### src/tsac_pkg.sv
// Package for the touch sample averaging and calibration block.
// Holds widths, spans, register indexes, the state enum and control structs.
// No dependencies.
package tsac_pkg;

  localparam int SAMPLES_DEFAULT = 16;

  localparam int FRAME_W  = 16;
  localparam int SAMPLE_W = 13;
  localparam int SUM_W    = 17;
  localparam int SCR_W    = 9;
  localparam int PROD_W   = SAMPLE_W + SCR_W;
  localparam int DIV_STEPS = SCR_W;
  localparam int STEP_W   = $clog2(DIV_STEPS);
  localparam int AVG_SHIFT = 4;

  localparam logic [SCR_W-1:0] X_SPAN = SCR_W'(239);
  localparam logic [SCR_W-1:0] Y_SPAN = SCR_W'(319);

  localparam int CFG_IDX_W = 3;

  typedef enum logic [CFG_IDX_W-1:0] {
    REG_X_CAL_MIN  = 3'd0,
    REG_X_CAL_MAX  = 3'd1,
    REG_Y_CAL_MIN  = 3'd2,
    REG_Y_CAL_MAX  = 3'd3,
    REG_LANDSCAPE  = 3'd4
  } tsac_reg_t;

  typedef enum logic [1:0] {
    ST_IDLE,
    ST_MUL,
    ST_DIV,
    ST_LOAD
  } tsac_state_t;

  // Control shared by both lanes.
  typedef struct packed {
    logic acc;   // add a pen-down sample pair
    logic last;  // this pair closes the burst
    logic clr;   // pen up: drop the burst
    logic mul;   // clamp check and scale product
    logic step;  // one restoring-division step
  } tsac_lane_ctrl_t;

  // Control for the output stage.
  typedef struct packed {
    logic load_zero;
    logic load_calc;
  } tsac_out_ctrl_t;

endpackage

### src/tsac_lane.sv
// One axis lane: saturating accumulator, average, clamp and sequential scaler.
// Depends on tsac_pkg.
module tsac_lane
  import tsac_pkg::*;
(
  input  logic                clk,
  input  logic                rst,
  input  tsac_lane_ctrl_t     ctrl,
  input  logic [SAMPLE_W-1:0] sample,
  input  logic [SAMPLE_W-1:0] cal_min,
  input  logic [SAMPLE_W-1:0] cal_max,
  input  logic [SCR_W-1:0]    span,
  output logic [SAMPLE_W-1:0] avg,
  output logic [SCR_W-1:0]    scaled
);

  logic [SUM_W-1:0]    sum;
  logic [SUM_W:0]      sum_wide;
  logic [SUM_W-1:0]    sum_sat;
  logic                clamp_lo;
  logic                clamp_hi;
  logic [PROD_W-1:0]   rem;
  logic [PROD_W-1:0]   den_sh;
  logic [SCR_W-1:0]    quo;
  logic [SAMPLE_W-1:0] diff;
  logic                fits;

  assign sum_wide = {1'b0, sum} + (SUM_W+1)'(sample);
  assign sum_sat  = sum_wide[SUM_W] ? {SUM_W{1'b1}} : sum_wide[SUM_W-1:0];
  assign diff     = avg - cal_min;
  assign fits     = rem >= den_sh;

  always_ff @(posedge clk) begin
    if (rst) begin
      sum <= '0;
    end else if (ctrl.clr || (ctrl.acc && ctrl.last)) begin
      sum <= '0;
    end else if (ctrl.acc) begin
      sum <= sum_sat;
    end
  end

  always_ff @(posedge clk) begin
    if (ctrl.acc && ctrl.last) begin
      avg <= sum_sat[AVG_SHIFT +: SAMPLE_W];
    end
    if (ctrl.mul) begin
      clamp_lo <= avg <= cal_min;
      clamp_hi <= avg >= cal_max;
      rem      <= PROD_W'(diff) * PROD_W'(span);
      den_sh   <= PROD_W'(cal_max - cal_min) << (DIV_STEPS - 1);
      quo      <= '0;
    end else if (ctrl.step) begin
      if (fits) begin
        rem <= rem - den_sh;
      end
      den_sh <= den_sh >> 1;
      quo    <= {quo[SCR_W-2:0], fits};
    end
  end

  always_comb begin
    priority if (clamp_lo) begin
      scaled = '0;
    end else if (clamp_hi) begin
      scaled = span;
    end else begin
      scaled = quo;
    end
  end

endmodule

### src/tsac_merge.sv
// Merge stage: combines both lanes, applies the zero and landscape rules,
// and holds the output register. Depends on tsac_pkg.
module tsac_merge
  import tsac_pkg::*;
(
  input  logic                clk,
  input  logic                rst,
  input  tsac_out_ctrl_t      ctrl,
  input  logic                landscape,
  input  logic [SAMPLE_W-1:0] lane_avg_x,
  input  logic [SAMPLE_W-1:0] lane_avg_y,
  input  logic [SCR_W-1:0]    lane_scr_x,
  input  logic [SCR_W-1:0]    lane_scr_y,
  input  logic                out_stall,
  output logic                out_valid,
  output logic [SAMPLE_W-1:0] avg_x,
  output logic [SAMPLE_W-1:0] avg_y,
  output logic [SCR_W-1:0]    screen_x,
  output logic [SCR_W-1:0]    screen_y
);

  logic [SAMPLE_W-1:0] ax_m;
  logic [SAMPLE_W-1:0] ay_m;
  logic [SCR_W-1:0]    sx_m;
  logic [SCR_W-1:0]    sy_m;
  logic [SCR_W-1:0]    sy_port;

  assign sy_port = Y_SPAN - lane_scr_y;

  always_comb begin
    ax_m = lane_avg_x;
    ay_m = lane_avg_y;
    sx_m = lane_scr_x;
    sy_m = sy_port;
    priority if (lane_avg_x == '0 && lane_avg_y == '0) begin
      sx_m = '0;
      sy_m = '0;
    end else if (landscape) begin
      // rotate: swap the averages, X takes inverted Y, Y takes mirrored X
      ax_m = lane_avg_y;
      ay_m = lane_avg_x;
      sx_m = sy_port;
      sy_m = X_SPAN - lane_scr_x;
    end else begin
      // portrait: keep the averages and the X result, Y takes inverted Y
      ax_m = lane_avg_x;
    end
  end

  always_ff @(posedge clk) begin
    if (rst) begin
      out_valid <= 1'b0;
    end else if (ctrl.load_zero || ctrl.load_calc) begin
      out_valid <= 1'b1;
    end else if (!out_stall) begin
      out_valid <= 1'b0;
    end
  end

  always_ff @(posedge clk) begin
    if (ctrl.load_zero) begin
      avg_x    <= '0;
      avg_y    <= '0;
      screen_x <= '0;
      screen_y <= '0;
    end else if (ctrl.load_calc) begin
      avg_x    <= ax_m;
      avg_y    <= ay_m;
      screen_x <= sx_m;
      screen_y <= sy_m;
    end
  end

endmodule

### src/touch_sample_average_calibrate.sv
// Top level of the touch sample averaging and calibration block.
// Depends on tsac_pkg, tsac_lane and tsac_merge.
//
// Usage:
//   Input channel (in_valid / in_stall) carries one request per X/Y pair:
//   pen_down, x_frame, y_frame. The 13-bit sample of each frame (bits 15..3)
//   is added to a saturating per-axis sum in its own lane.
//   After SAMPLES pen-down requests the block produces one result on the
//   output channel (out_valid / out_stall): averages (sum >> 4) and the
//   calibrated screen coordinates. A pen-up request drops the burst and
//   produces an all-zero result on the next cycle.
//   Throughput: non-closing requests are taken one per cycle while the output
//   register is free. The closing request latches the averages as it is
//   taken; its result then passes the clamp and scale multiply, the restoring
//   divider (one quotient bit per cycle) and the load of the output register.
//   in_stall stays high over those states, so no request is taken until the
//   result of the closed burst has been loaded.
//   Stall: a request is taken only while the output register is empty or
//   being taken; a stalled result holds its fields until taken, and a
//   finished computation waits in the load state until the register frees.
//   Reset (rst, synchronous): clears sums, counters, state and out_valid, and
//   restores the calibration to full range, portrait mode.
//   Configuration: cfg_write with cfg_index / cfg_data, only while idle.
module touch_sample_average_calibrate
  import tsac_pkg::*;
#(
  parameter int SAMPLES = SAMPLES_DEFAULT
) (
  input  logic                 clk,
  input  logic                 rst,
  input  logic                 cfg_write,
  input  logic [CFG_IDX_W-1:0] cfg_index,
  input  logic [SAMPLE_W-1:0]  cfg_data,
  input  logic                 in_valid,
  output logic                 in_stall,
  input  logic                 pen_down,
  input  logic [FRAME_W-1:0]   x_frame,
  input  logic [FRAME_W-1:0]   y_frame,
  output logic                 out_valid,
  input  logic                 out_stall,
  output logic [SAMPLE_W-1:0]  avg_x,
  output logic [SAMPLE_W-1:0]  avg_y,
  output logic [SCR_W-1:0]     screen_x,
  output logic [SCR_W-1:0]     screen_y
);

  localparam int CNT_W = $clog2(SAMPLES);
  localparam logic [CNT_W-1:0] CNT_LAST = CNT_W'(SAMPLES - 1);

  // Calibration registers.
  logic [SAMPLE_W-1:0] x_cal_min;
  logic [SAMPLE_W-1:0] x_cal_max;
  logic [SAMPLE_W-1:0] y_cal_min;
  logic [SAMPLE_W-1:0] y_cal_max;
  logic                landscape_mode;

  tsac_state_t     state;
  tsac_state_t     state_next;
  logic [CNT_W-1:0]  pair_count;
  logic [STEP_W-1:0] step_count;

  tsac_lane_ctrl_t lane_ctrl;
  tsac_out_ctrl_t  out_ctrl;
  logic            accept;
  logic            out_free;
  logic            burst_last;

  logic [SAMPLE_W-1:0] lane_avg_x;
  logic [SAMPLE_W-1:0] lane_avg_y;
  logic [SCR_W-1:0]    lane_scr_x;
  logic [SCR_W-1:0]    lane_scr_y;

  always_ff @(posedge clk) begin
    if (rst) begin
      x_cal_min      <= '0;
      x_cal_max      <= '1;
      y_cal_min      <= '0;
      y_cal_max      <= '1;
      landscape_mode <= 1'b0;
    end else if (cfg_write) begin
      unique case (cfg_index)
        REG_X_CAL_MIN: x_cal_min      <= cfg_data;
        REG_X_CAL_MAX: x_cal_max      <= cfg_data;
        REG_Y_CAL_MIN: y_cal_min      <= cfg_data;
        REG_Y_CAL_MAX: y_cal_max      <= cfg_data;
        REG_LANDSCAPE: landscape_mode <= cfg_data[0];
        default: ;
      endcase
    end
  end

  // The output register frees at this edge if empty or being taken.
  assign out_free   = !out_valid || !out_stall;
  assign burst_last = pair_count == CNT_LAST;
  assign accept     = in_valid && !in_stall;

  always_comb begin
    state_next = state;
    unique case (state)
      ST_IDLE: if (accept && pen_down && burst_last) state_next = ST_MUL;
      ST_MUL:  state_next = ST_DIV;
      ST_DIV:  if (step_count == STEP_W'(DIV_STEPS - 1)) state_next = ST_LOAD;
      ST_LOAD: if (out_free) state_next = ST_IDLE;
      default: state_next = ST_IDLE;
    endcase
  end

  always_comb begin
    in_stall            = 1'b1;
    lane_ctrl           = '0;
    out_ctrl            = '0;
    unique case (state)
      ST_IDLE: begin
        in_stall            = !out_free;
        lane_ctrl.acc       = accept && pen_down;
        lane_ctrl.last      = burst_last;
        lane_ctrl.clr       = accept && !pen_down;
        out_ctrl.load_zero  = accept && !pen_down;
      end
      ST_MUL:  lane_ctrl.mul      = 1'b1;
      ST_DIV:  lane_ctrl.step     = 1'b1;
      ST_LOAD: out_ctrl.load_calc = out_free;
      default: ;
    endcase
  end

  always_ff @(posedge clk) begin
    if (rst) begin
      state      <= ST_IDLE;
      pair_count <= '0;
      step_count <= '0;
    end else begin
      state <= state_next;
      if (lane_ctrl.clr || (lane_ctrl.acc && burst_last)) begin
        pair_count <= '0;
      end else if (lane_ctrl.acc) begin
        pair_count <= pair_count + 1'b1;
      end
      // advance the divider step count, hold it at zero elsewhere
      step_count <= (state == ST_DIV) ? step_count + 1'b1 : '0;
    end
  end

  tsac_lane u_lane_x (
    .clk     (clk),
    .rst     (rst),
    .ctrl    (lane_ctrl),
    .sample  (x_frame[FRAME_W-1 -: SAMPLE_W]),
    .cal_min (x_cal_min),
    .cal_max (x_cal_max),
    .span    (X_SPAN),
    .avg     (lane_avg_x),
    .scaled  (lane_scr_x)
  );

  tsac_lane u_lane_y (
    .clk     (clk),
    .rst     (rst),
    .ctrl    (lane_ctrl),
    .sample  (y_frame[FRAME_W-1 -: SAMPLE_W]),
    .cal_min (y_cal_min),
    .cal_max (y_cal_max),
    .span    (Y_SPAN),
    .avg     (lane_avg_y),
    .scaled  (lane_scr_y)
  );

  tsac_merge u_merge (
    .clk        (clk),
    .rst        (rst),
    .ctrl       (out_ctrl),
    .landscape  (landscape_mode),
    .lane_avg_x (lane_avg_x),
    .lane_avg_y (lane_avg_y),
    .lane_scr_x (lane_scr_x),
    .lane_scr_y (lane_scr_y),
    .out_stall  (out_stall),
    .out_valid  (out_valid),
    .avg_x      (avg_x),
    .avg_y      (avg_y),
    .screen_x   (screen_x),
    .screen_y   (screen_y)
  );

endmodule

### config.mk
export PLATFORM = sky130hd
export DESIGN_NAME = touch_sample_average_calibrate
export DESIGN_NICKNAME = d
export VERILOG_FILES = /design/src/tsac_pkg.sv /design/src/tsac_lane.sv /design/src/tsac_merge.sv /design/src/touch_sample_average_calibrate.sv
export SDC_FILE = /design/constraint.sdc
export NUM_CORES = 1
export LEC_CHECK = 0
export BUFFER_PORTS_ARGS = -buffer_cell sky130_fd_sc_hd__clkbuf_2
export CAP_MARGIN = 20
export CELL_PAD_IN_SITES_DETAIL_PLACEMENT = 1
export CELL_PAD_IN_SITES_GLOBAL_PLACEMENT = 1
export CORE_ASPECT_RATIO = 0.9
export CORE_UTILIZATION = 23
export DETAILED_ROUTE_END_ITERATION = 10
export PLACE_DENSITY = 0.41
export SYNTH_ARGS = -nofsm -noshare
export SYNTH_HDL_FRONTEND = slang
export SYNTH_SLANG_ARGS = --single-unit
### constraint.sdc
create_clock -name clk -period 8.4 [get_ports clk]
set_clock_uncertainty 0.1 [all_clocks]
set_input_delay 1.68 -clock clk [delete_from_list [all_inputs] [get_ports clk]]
set_output_delay 1.68 -clock clk [all_outputs]
set_load 0.005 [all_outputs]
==> results.cfg, run 1 <==
[outcome]
run_status = complete, no violations

[sta]
worst_slew_pin_slew_ns = 1.09
final-max-slew-violation-count = 0
hold_viol = 0
period_minus_slack_ns = 7.29
max_clock_freq_ghz = 0.137
rsz_0062_raised_after_global_routing = no
relSlewSlack = 0.275
setup_total_negative_slack_ns = 0
period_utilisation_layout = 0.868
setup_viol = 0

[grt]
grt_pass1_wl_um = 115000
grt_antenna_before_repair = 3
pin_count_of_the_biggest_net_entering_global_routing = 65
globalRouteTotalUtil = 0.148
grt_remaining_overflow = 0
via_count_of_the_first_global_routing_pass = 19500

[floorplanning]
die_height_um = 299
die_area_mm2 = 0.0991
rows = 108
die_width_um = 332
floorplan.initialDensity = 0.233
fp.coreArea_mm2 = 0.0968
pin_count = 100

[setup_path]
regToRegEndpoint = u_lane_y.rem[21]
worstSetupStartpointType = flop
timing.critical_path.mode_cell = sky130_fd_sc_hd__inv_1
crit_arrival_ns = 7.51
endpoint_kind = flop
critical_path.slowest_cell = sky130_fd_sc_hd__fa_1
cp_max_fo = 5
timing.setup.critical_path_class = flop to flop
worst-r2r-cell-count = 28
timing.rr.start = u_lane_y.avg[0]
crit_path_end = u_lane_y.rem[21]
cpPeakStageDelay_ns = 0.53
crit_required_ns = 8.62
reg2reg_setup_slack_ns = 1.11
critical_path_origin = u_lane_y.avg[0]

[placed_design]
place_hpwl_um = 57900
gp_congestion = 0.766
place.port_buffers = 93

[final_layout]
fillers = 11300
layout.cells.most_common_list = sky130_fd_sc_hd__inv_1, sky130_fd_sc_hd__nand2_1, sky130_fd_sc_hd__ha_1
layout.area.seq_mm2 = 0.00659
leading_cell_type_in_the_layout_fill_and_taps_excluded = sky130_fd_sc_hd__inv_1
finish.net_count = 3069
areaGrowthSynthToFinish_pct = 14.5
postLayoutCoreUtil = 0.266
multi_input_comb_area_mm2 = 0.0144
layout-drive-gt1-share = 0.0834

[detailed_routing]
dr.pass1.iters = 4
route.vias.total = 18200
drt.antenna.violating_nets = 0
drt_wl_total_um = 72900
drcViolationCount = 0
viasPerCell = 4.59
detailedRoute.firstIterationViolations = 692
routed_wire_length_per_instance_um = 18.4

[pwr]
power.internal_uw = 3500
ir_drop_mv = 0.118
power.density_mw_per_mm2 = 218
combPwrFrac = 0.401
power_leakage_uw = 0.0112
net-switching-power_uw = 2120
power.switching_fraction = 0.377
sequentialPowerShare = 0.286
power.clock.fraction = 0.314

[clock_tree]
cts.reportedPaths.clkPinSlew_ns = 0.06
ctsResizeCount = 0
htreeDepth = 2
cts.sinks = 278
clk_root_buffer_cell = sky130_fd_sc_hd__clkbuf_16
clock_latency_ns = 0.61
post_cts_buffers = 0
cts-buffers-inserted = 40
clock_tree_from_tritoncts = yes
post_cts_hold_buffer_count = 0
clockBufferDepth = 3

[worst_hold_path]
hold_path_class = flop to flop

[synth]
synth_edf_count = 102
yosys.cell_types.count = 97
yosys_warnings = 0
postSynth.topFlopCell = sky130_fd_sc_hd__dfxtp_1
postSynthNetCount = 2998
synth_cells = 2596
synth.cell_area_mm2 = 0.0225
synth_sequential_area_ratio = 0.293
syn_area_per_cell_um2 = 8.67
ys_async_sr_fraction = 0
ys_ff_latch = 278

[run]
cap_viol_max_count = 0
## stage by stage
step / std cells / hold slack (ns) / instance area [um^2] / worst slack [ns] / total power [uW]
final: 3964 / 0.354 / 25800 / 1.11 / 5630
after global routing: 3964 / 0.366 / 25800 / 0.535 / 6120
after CTS: 3962 / 0.357 / 25800 / 1.05 / 5780
after detailed placement: 3889 / 0.349 / 24400 / 1.09 / 3950
after global placement: 3889 / 0.339 / 24400 / 1.15 / 3930
after floorplan: 2596 / 0.330 / 22500 / 2.01 / 3310
## sequential cells by signal, indices dropped and copies added, names as in the netlist, 2 cells and up
register,cells
y_cal_min,13
pair_count,4
u_lane_y.rem,22
u_merge.avg_y,13
u_lane_y.avg,13
y_cal_max,13
x_cal_max,13
u_merge.avg_x,13
u_lane_x.rem,22
u_lane_x.den_sh,22
u_lane_y.den_sh,22
u_lane_x.avg,13
u_lane_y.sum,17
step_count,4
u_merge.screen_y,9
state,2
u_lane_x.sum,17
u_lane_y.quo,9
u_lane_x.quo,9
x_cal_min,13
u_merge.screen_x,9
## critical path: cells and delay by family, from the launching register on
family / cells / cell delay, ns
adder cells (fa/ha/maj): 7 / 2.99
AO/OA/AOI/OAI: 12 / 2.38
buffers and inverters: 6 / 0.59
flip-flops: 1 / 0.45
XOR/XNOR: 1 / 0.35
AND/OR/NAND/NOR: 2 / 0.12
## cells in the mapped netlist (24+ instances only)
| cell | number | area (um^2) |
|---|---|---|
| sky130_fd_sc_hd__fa_1 | 93 | 1860 |
| sky130_fd_sc_hd__xnor2_1 | 71 | 622 |
| sky130_fd_sc_hd__xor2_1 | 65 | 569 |
| sky130_fd_sc_hd__o21ai_0 | 130 | 651 |
| sky130_fd_sc_hd__nand3_1 | 57 | 285 |
| sky130_fd_sc_hd__a21oi_1 | 172 | 861 |
| sky130_fd_sc_hd__o21a_1 | 27 | 203 |
| sky130_fd_sc_hd__nor2b_1 | 24 | 150 |
| sky130_fd_sc_hd__edfxtp_1 | 102 | 3060 |
| sky130_fd_sc_hd__ha_1 | 255 | 3190 |
| sky130_fd_sc_hd__a211oi_1 | 39 | 293 |
| sky130_fd_sc_hd__clkbuf_1 | 64 | 240 |
| sky130_fd_sc_hd__nor2_1 | 231 | 867 |
| sky130_fd_sc_hd__dfxtp_1 | 176 | 3520 |
| sky130_fd_sc_hd__a21o_1 | 48 | 360 |
| sky130_fd_sc_hd__nand2b_1 | 29 | 181 |
| sky130_fd_sc_hd__nand2_1 | 253 | 950 |
| sky130_fd_sc_hd__inv_1 | 325 | 1220 |
| sky130_fd_sc_hd__mux2i_1 | 61 | 611 |
| sky130_fd_sc_hd__nor3_1 | 54 | 270 |
## final cells by class
class	count	share of cell area
multi-input cells	1907	0.558
clock inverters	13	0.00772
flip-flops and latches	278	0.256
inverters	327	0.0476
diodes	1	0.0000971
well taps	1265	0.0614
repair buffers	113	0.0242
clock buffers	60	0.0449
## power by group through the flow
stage,sequential [uW],combinational (uW),clock [uW]
finish,1610,2250,1760
floorplan,1610,1700,0
global route,1620,2600,1890
CTS,1610,2320,1840
global placement,1640,2290,0
detailed placement,1640,2310,0
## worst min path at each step
| stage | start | end | depth (start not counted) |
|---|---|---|---|
| floorplan | step_count[0] | step_count[0] | 1 |
| global placement | step_count[0] | step_count[0] | 1 |
| detailed placement | y_cal_min[5] | y_cal_min[5] | 2 |
| CTS | y_cal_min[5] | y_cal_min[5] | 2 |
| global route | y_cal_min[5] | y_cal_min[5] | 2 |
| finish | u_merge.screen_y[0] | u_merge.screen_y[0] | 2 |
## cell families after synthesis
logic type / share of synthesized area
AND/OR/NAND/NOR: 0.155
AO/OA/AOI/OAI: 0.176
adder cells (fa/ha/maj): 0.225
XOR/XNOR: 0.0529
multiplexers: 0.0286
buffers and inverters: 0.0701
flip-flops: 0.293
## layer usage
layer	routed length [um]	GRT usage	share of wire	vias to the layer above
li1	-	-	-	9098
met1	36800	0.204	0.50	8859
met2	32500	0.239	0.45	144
met3	1700	0.0212	0.023	87
met4	1910	0.0423	0.026	0
met5	0	0	0	-
Power figures use the tool's default switching activity.
==> run 2: changes to the inputs <==
--- a/config.mk
+++ b/config.mk
@@ -12,7 +12,8 @@
 export CORE_ASPECT_RATIO = 0.9
 export CORE_UTILIZATION = 23
 export DETAILED_ROUTE_END_ITERATION = 10
-export PLACE_DENSITY = 0.41
+export PLACE_DENSITY = 0.4
 export SYNTH_ARGS = -nofsm -noshare
 export SYNTH_HDL_FRONTEND = slang
+export SYNTH_HIERARCHICAL = 1
 export SYNTH_SLANG_ARGS = --single-unit
==> results.cfg, run 2 <==
[outcome]
run_status = complete, no violations

[pwr]
ir_drop_mv = 0.130
power.density_mw_per_mm2 = 167
power_leakage_uw = 0.0130

[setup_path]
timing.critical_path.mode_cell = sky130_fd_sc_hd__fa_1
crit_required_ns = 8.59
timing.setup.critical_path_class = flop to flop
cpPeakStageDelay_ns = 0.53
crit_arrival_ns = 7.91
critical_path.slowest_cell = sky130_fd_sc_hd__fa_1
worst-r2r-cell-count = 26
cp_max_fo = 9
timing.rr.start = u_lane_y/avg[0]
critical_path.n_buffers_inverters = 3
reg2reg_setup_slack_ns = 0.68
worstSetupStartpointType = flop
regToRegEndpoint = u_lane_y/rem[21]
endpoint_kind = flop
cp_top_family = adder cells

[final_layout]
finish.net_count = 3539
postLayoutCoreUtil = 0.267
antenna_diodes = 0
leading_cell_type_in_the_layout_fill_and_taps_excluded = sky130_fd_sc_hd__inv_1
areaGrowthSynthToFinish_pct = 14.7
layout.cells.most_common_list = sky130_fd_sc_hd__inv_1, sky130_fd_sc_hd__nand2_1, sky130_fd_sc_hd__ha_1
layout-drive-gt1-share = 0.0849

[sta]
period_minus_slack_ns = 7.72
setup_viol = 0
worst_slew_pin_slew_ns = 1.07
rsz_0062_raised_after_global_routing = no
postLayoutSetupSlackWorst_ns = 0.685
max_clock_freq_ghz = 0.130
final-max-slew-violation-count = 0
hold-worst-slack_ns = 0.355
hold_viol = 0
period_utilisation_layout = 0.918
setup_total_negative_slack_ns = 0
relSlewSlack = 0.279

[floorplanning]
floorplan.initialDensity = 0.233
die_area_mm2 = 0.113
pin_count = 100
die_height_um = 318
rows = 115
die_width_um = 353
fp.coreArea_mm2 = 0.110

[run]
cap_viol_max_count = 0

[synth]
synthTopCellsByArea = sky130_fd_sc_hd__dfxtp_1, sky130_fd_sc_hd__fa_1, sky130_fd_sc_hd__edfxtp_1
yosys.cell_types.count = 98
ys_ff_latch = 278
synth_sequential_area_ratio = 0.258
synth_edf_count = 102
synth_cells = 2916
synth_largest_type_area_fraction = 0.138
synth.cell_area_mm2 = 0.0256
syn_area_per_cell_um2 = 8.77
synth_top_cell_by_area = sky130_fd_sc_hd__dfxtp_1
synth_most_common_cell = sky130_fd_sc_hd__inv_1
postSynth.topFlopCell = sky130_fd_sc_hd__dfxtp_1
ys_async_sr_fraction = 0
synthTopCellsByCount = sky130_fd_sc_hd__inv_1, sky130_fd_sc_hd__nand2_1, sky130_fd_sc_hd__ha_1, sky130_fd_sc_hd__nor2_1, sky130_fd_sc_hd__dfxtp_1
yosys_warnings = 6

[detailed_routing]
route.vias.total = 20600
routed_wire_length_per_instance_um = 17.7
viasPerCell = 4.50
dr.pass1.iters = 5
detailedRoute.firstIterationViolations = 716
drt_wl_total_um = 80700
drcViolationCount = 0
drt.antenna.violating_nets = 0

[grt]
via_count_of_the_first_global_routing_pass = 22500
grt_pass1_wl_um = 129000
grt_antenna_before_repair = 3
pin_count_of_the_biggest_net_entering_global_routing = 66
globalRouteTotalUtil = 0.144
grt_remaining_overflow = 0

[clock_tree]
post_cts_hold_buffer_count = 0
clk_root_buffer_cell = sky130_fd_sc_hd__clkbuf_16
clock_latency_ns = 0.59
cts.reportedPaths.clkPinSlew_ns = 0.06
post_cts_buffers = 0
cts-buffers-inserted = 40
htreeDepth = 2
clockBufferDepth = 3
ctsResizeCount = 0
clock_tree_from_tritoncts = yes
cts.sinks = 278

[placed_design]
place_hpwl_um = 64600
place.port_buffers = 93
placement.setup.worst_slack_ns = 0.658
gp_congestion = 0.790

[worst_hold_path]
hold_path_depth = 2
holdPathEnd = x_cal_min[4]
holdCritStartpoint = x_cal_min[4]
hold_path_class = flop to flop
run 2: changes by cell type after synthesis, moves of 20 or more:
| cell | before | now |
|---|---|---|
| sky130_fd_sc_hd__and2_1 | 10 | 108 |
| sky130_fd_sc_hd__nor2_1 | 231 | 181 |
| sky130_fd_sc_hd__o21ai_1 | 10 | 35 |
| sky130_fd_sc_hd__nand2b_1 | 29 | 69 |
| sky130_fd_sc_hd__fa_1 | 93 | 164 |
| sky130_fd_sc_hd__mux2i_1 | 61 | 105 |
| sky130_fd_sc_hd__nor2b_1 | 24 | 63 |
| sky130_fd_sc_hd__nand2_1 | 253 | 337 |
| sky130_fd_sc_hd__o21ai_0 | 130 | 110 |
| sky130_fd_sc_hd__nand3_1 | 57 | 34 |
run 2: cell type report:
type	instances	area (um^2)
timing repair buffer	121	691
clock buffer	60	1180
tap	1462	1830
sequential	278	6590
clock inverter	13	121
multi-input combinational	2296	17600
inverter	343	1290
fill	12900	80500
run 2: logic make-up (layout without fill, tap and decap cells):
family,Yosys count,count (layout),share of synthesized area
other,2,108,0.000294
adders and majority gates,405,405,0.246
muxes,120,120,0.0477
buffers and inverters,448,537,0.0692
AOI/OAI and AO/OA,605,605,0.159
and+or+nand+nor,941,941,0.180
DFF,278,278,0.258
xor gates and xnor gates,117,117,0.0401
run 2: through the flow:
| step | power [uW] | cell area (um^2) | std cells |
|---|---|---|---|
| finish | 4890 | 29300 | 4573 |
| CTS | 5010 | 29300 | 4571 |
| detailed placement | 3260 | 28000 | 4498 |
| global route | 5310 | 29300 | 4573 |
| floorplan | 2820 | 26000 | 3022 |
| global placement | 3250 | 28000 | 4496 |
run 2: metal layers:
layer,GRT usage,share of wire,up-vias
met4,0.0265,0.015,6
li1,-,-,10100
met5,0,0.00051,-
met2,0.236,0.45,190
met3,0.0211,0.029,71
met1,0.202,0.50,10200
run 2: power by group:
part	switching, uW	leakage (uW)	internal (uW)
logic	1040	0.0101	745
registers	12.7	0.00225	1410
clock network	701	0.000642	980
total	1760	0.0130	3130
run 2: worst max-delay path by stage:
stage                               start               end  slack (ns)  cells after the start
after floorplan              x_cal_min[1]  u_lane_x/rem[19]        1.84                     27
after global placement       y_cal_min[1]  u_lane_y/rem[21]        0.73                     26
after detailed placement     y_cal_min[1]  u_lane_y/rem[21]        0.66                     26
after CTS                 u_lane_y/avg[0]  u_lane_y/rem[21]        0.61                     26
after global routing      u_lane_y/avg[0]  u_lane_y/rem[21]        0.26                     26
final                     u_lane_y/avg[0]  u_lane_y/rem[21]        0.68                     26
run 2: worst min-delay path, cell delays in order (launching register included):
cell and delay [ns]:
sky130_fd_sc_hd__dfxtp_1 0.31, sky130_fd_sc_hd__nand2_1 0.05, sky130_fd_sc_hd__a21oi_1 0.05
==> run 3: changes to the inputs <==
--- a/config.mk
+++ b/config.mk
@@ -12,7 +12,7 @@
 export CORE_ASPECT_RATIO = 0.9
 export CORE_UTILIZATION = 23
 export DETAILED_ROUTE_END_ITERATION = 10
-export PLACE_DENSITY = 0.4
+export PLACE_DENSITY = 0.49
 export SYNTH_ARGS = -nofsm -noshare
 export SYNTH_HDL_FRONTEND = slang
 export SYNTH_HIERARCHICAL = 1
==> results.cfg, run 3 (synthesis results as in run 2) <==
[outcome]
run_status = complete, no violations

[setup_path]
critical_path.slowest_cell = sky130_fd_sc_hd__xor2_1
cp_max_fo = 7
worst-r2r-cell-count = 26
reg2reg_setup_slack_ns = 0.59
crit_arrival_ns = 7.99
regToRegEndpoint = u_lane_y/rem[21]
timing.setup.critical_path_class = flop to flop
crit_required_ns = 8.58
endpoint_kind = flop
timing.critical_path.mode_cell = sky130_fd_sc_hd__fa_1
cpPeakStageDelay_ns = 0.69
worstSetupStartpointType = flop
timing.rr.start = y_cal_min[1]
critical_path_origin = y_cal_min[1]

[clock_tree]
ctsResizeCount = 0
cts.reportedPaths.clkPinSlew_ns = 0.06
post_cts_hold_buffer_count = 0
post_cts_buffers = 0
clock_tree_from_tritoncts = yes
cts.sinks = 278
clockBufferDepth = 3
cts-buffers-inserted = 38
clk_root_buffer_cell = sky130_fd_sc_hd__clkbuf_16
htreeDepth = 2
clock_latency_ns = 0.58

[detailed_routing]
drt.antenna.violating_nets = 0
dr_wl_met2_um = 32500
viasPerCell = 4.41
detailedRoute.firstIterationViolations = 840
dr.pass1.iters = 4
drcViolationCount = 0
drt_wl_total_um = 74900
route.vias.total = 20200
met3_wirelength_um = 2130
routed_wire_length_per_instance_um = 16.4
wirelength_met1_um = 39200
dr_top_layer = met5

[grt]
grt_remaining_overflow = 0
pin_count_of_the_biggest_net_entering_global_routing = 66
grt_antenna_before_repair = 7
via_count_of_the_first_global_routing_pass = 21300
grt_pass1_wl_um = 122000
globalRouteTotalUtil = 0.135

[sta]
period_minus_slack_ns = 7.81
period_utilisation_layout = 0.930
max_clock_freq_ghz = 0.128
hold_viol = 0
final-max-slew-violation-count = 0
relSlewSlack = 0.311
setup_viol = 0
rsz_0062_raised_after_global_routing = no
worst_slew_pin_slew_ns = 1.03
setup_total_negative_slack_ns = 0

[floorplanning]
die_height_um = 318
die_width_um = 353
die_area_mm2 = 0.113
rows = 115
fp.coreArea_mm2 = 0.110
pin_count = 100
floorplan.initialDensity = 0.233

[final_layout]
postLayoutCoreUtil = 0.268
layout-drive-gt1-share = 0.0873
antenna_diodes = 0
finish.net_count = 3545
layout.cells.most_common_list = sky130_fd_sc_hd__inv_1, sky130_fd_sc_hd__nand2_1, sky130_fd_sc_hd__ha_1
areaGrowthSynthToFinish_pct = 15.1
leading_cell_type_in_the_layout_fill_and_taps_excluded = sky130_fd_sc_hd__inv_1

[pwr]
ir_drop_mv = 0.146
power.density_mw_per_mm2 = 169
power_leakage_uw = 0.0130

[placed_design]
gp_congestion = 0.780
place_hpwl_um = 59600
place.port_buffers = 93

[run]
cap_viol_max_count = 0

[worst_hold_path]
holdCritStartpoint = y_cal_min[9]
holdPathEnd = y_cal_min[9]
hold_path_class = flop to flop
hold_path_depth = 2
## run 3: cell type report
cell class / instances / area, um^2
Clock buffer: 54 / 1140
Clock inverter: 15 / 220
Fill cell: 12900 / 80300
Inverter: 343 / 1290
Multi-Input combinational cell: 2296 / 17600
Sequential cell: 278 / 6590
Tap cell: 1462 / 1830
Timing Repair Buffer: 129 / 736
## run 3: worst max path at each step
stage	endpoint	slack, ns	cells past startpoint
after floorplan	u_lane_x/rem[19]	1.84	27
after global placement	u_lane_y/rem[21]	0.74	24
after detailed placement	u_lane_y/rem[21]	0.57	26
after CTS	u_lane_y/rem[21]	0.53	26
after global routing	u_lane_y/rem[21]	0.20	27
final	u_lane_y/rem[21]	0.59	26
## run 3: worst max-delay path, delay by kind of cell (launching register included)
| kind | cells | cell delay [ns] |
|---|---|---|
| flip-flops | 1 | 0.47 |
| adder cells (fa/ha/maj) | 6 | 2.60 |
| AND/OR/NAND/NOR | 6 | 1.05 |
| AO/OA/AOI/OAI | 9 | 2.15 |
| XOR/XNOR | 1 | 0.69 |
| buffers and inverters | 4 | 0.45 |
## run 3: per-layer routing
metal	vias to the layer above	GRT usage
met2	165	0.213
li1	10200	-
met3	69	0.0194
met5	-	0
met1	9781	0.196
met4	12	0.0235
## run 3: through the flow
step | hold WS, ns | worst slack, ns | cell area [um^2] | total power [uW] | instances
final | 0.354 | 0.590 | 29400 | 4970 | 4577
after global routing | 0.370 | 0.197 | 29400 | 5380 | 4577
after CTS | 0.357 | 0.531 | 29400 | 5060 | 4577
after detailed placement | 0.348 | 0.571 | 28100 | 3230 | 4508
after global placement | 0.346 | 0.738 | 28100 | 3240 | 4507
after floorplan | 0.330 | 1.84 | 26000 | 2820 | 3022
## run 3: power breakdown
group | leakage, uW | internal (uW) | total [uW] | switching, uW
clock network | 0.000670 | 1080 | 1770 | 695
logic | 0.0101 | 746 | 1780 | 1030
registers | 0.00225 | 1410 | 1420 | 11.8
total | 0.0130 | 3230 | 4970 | 1740
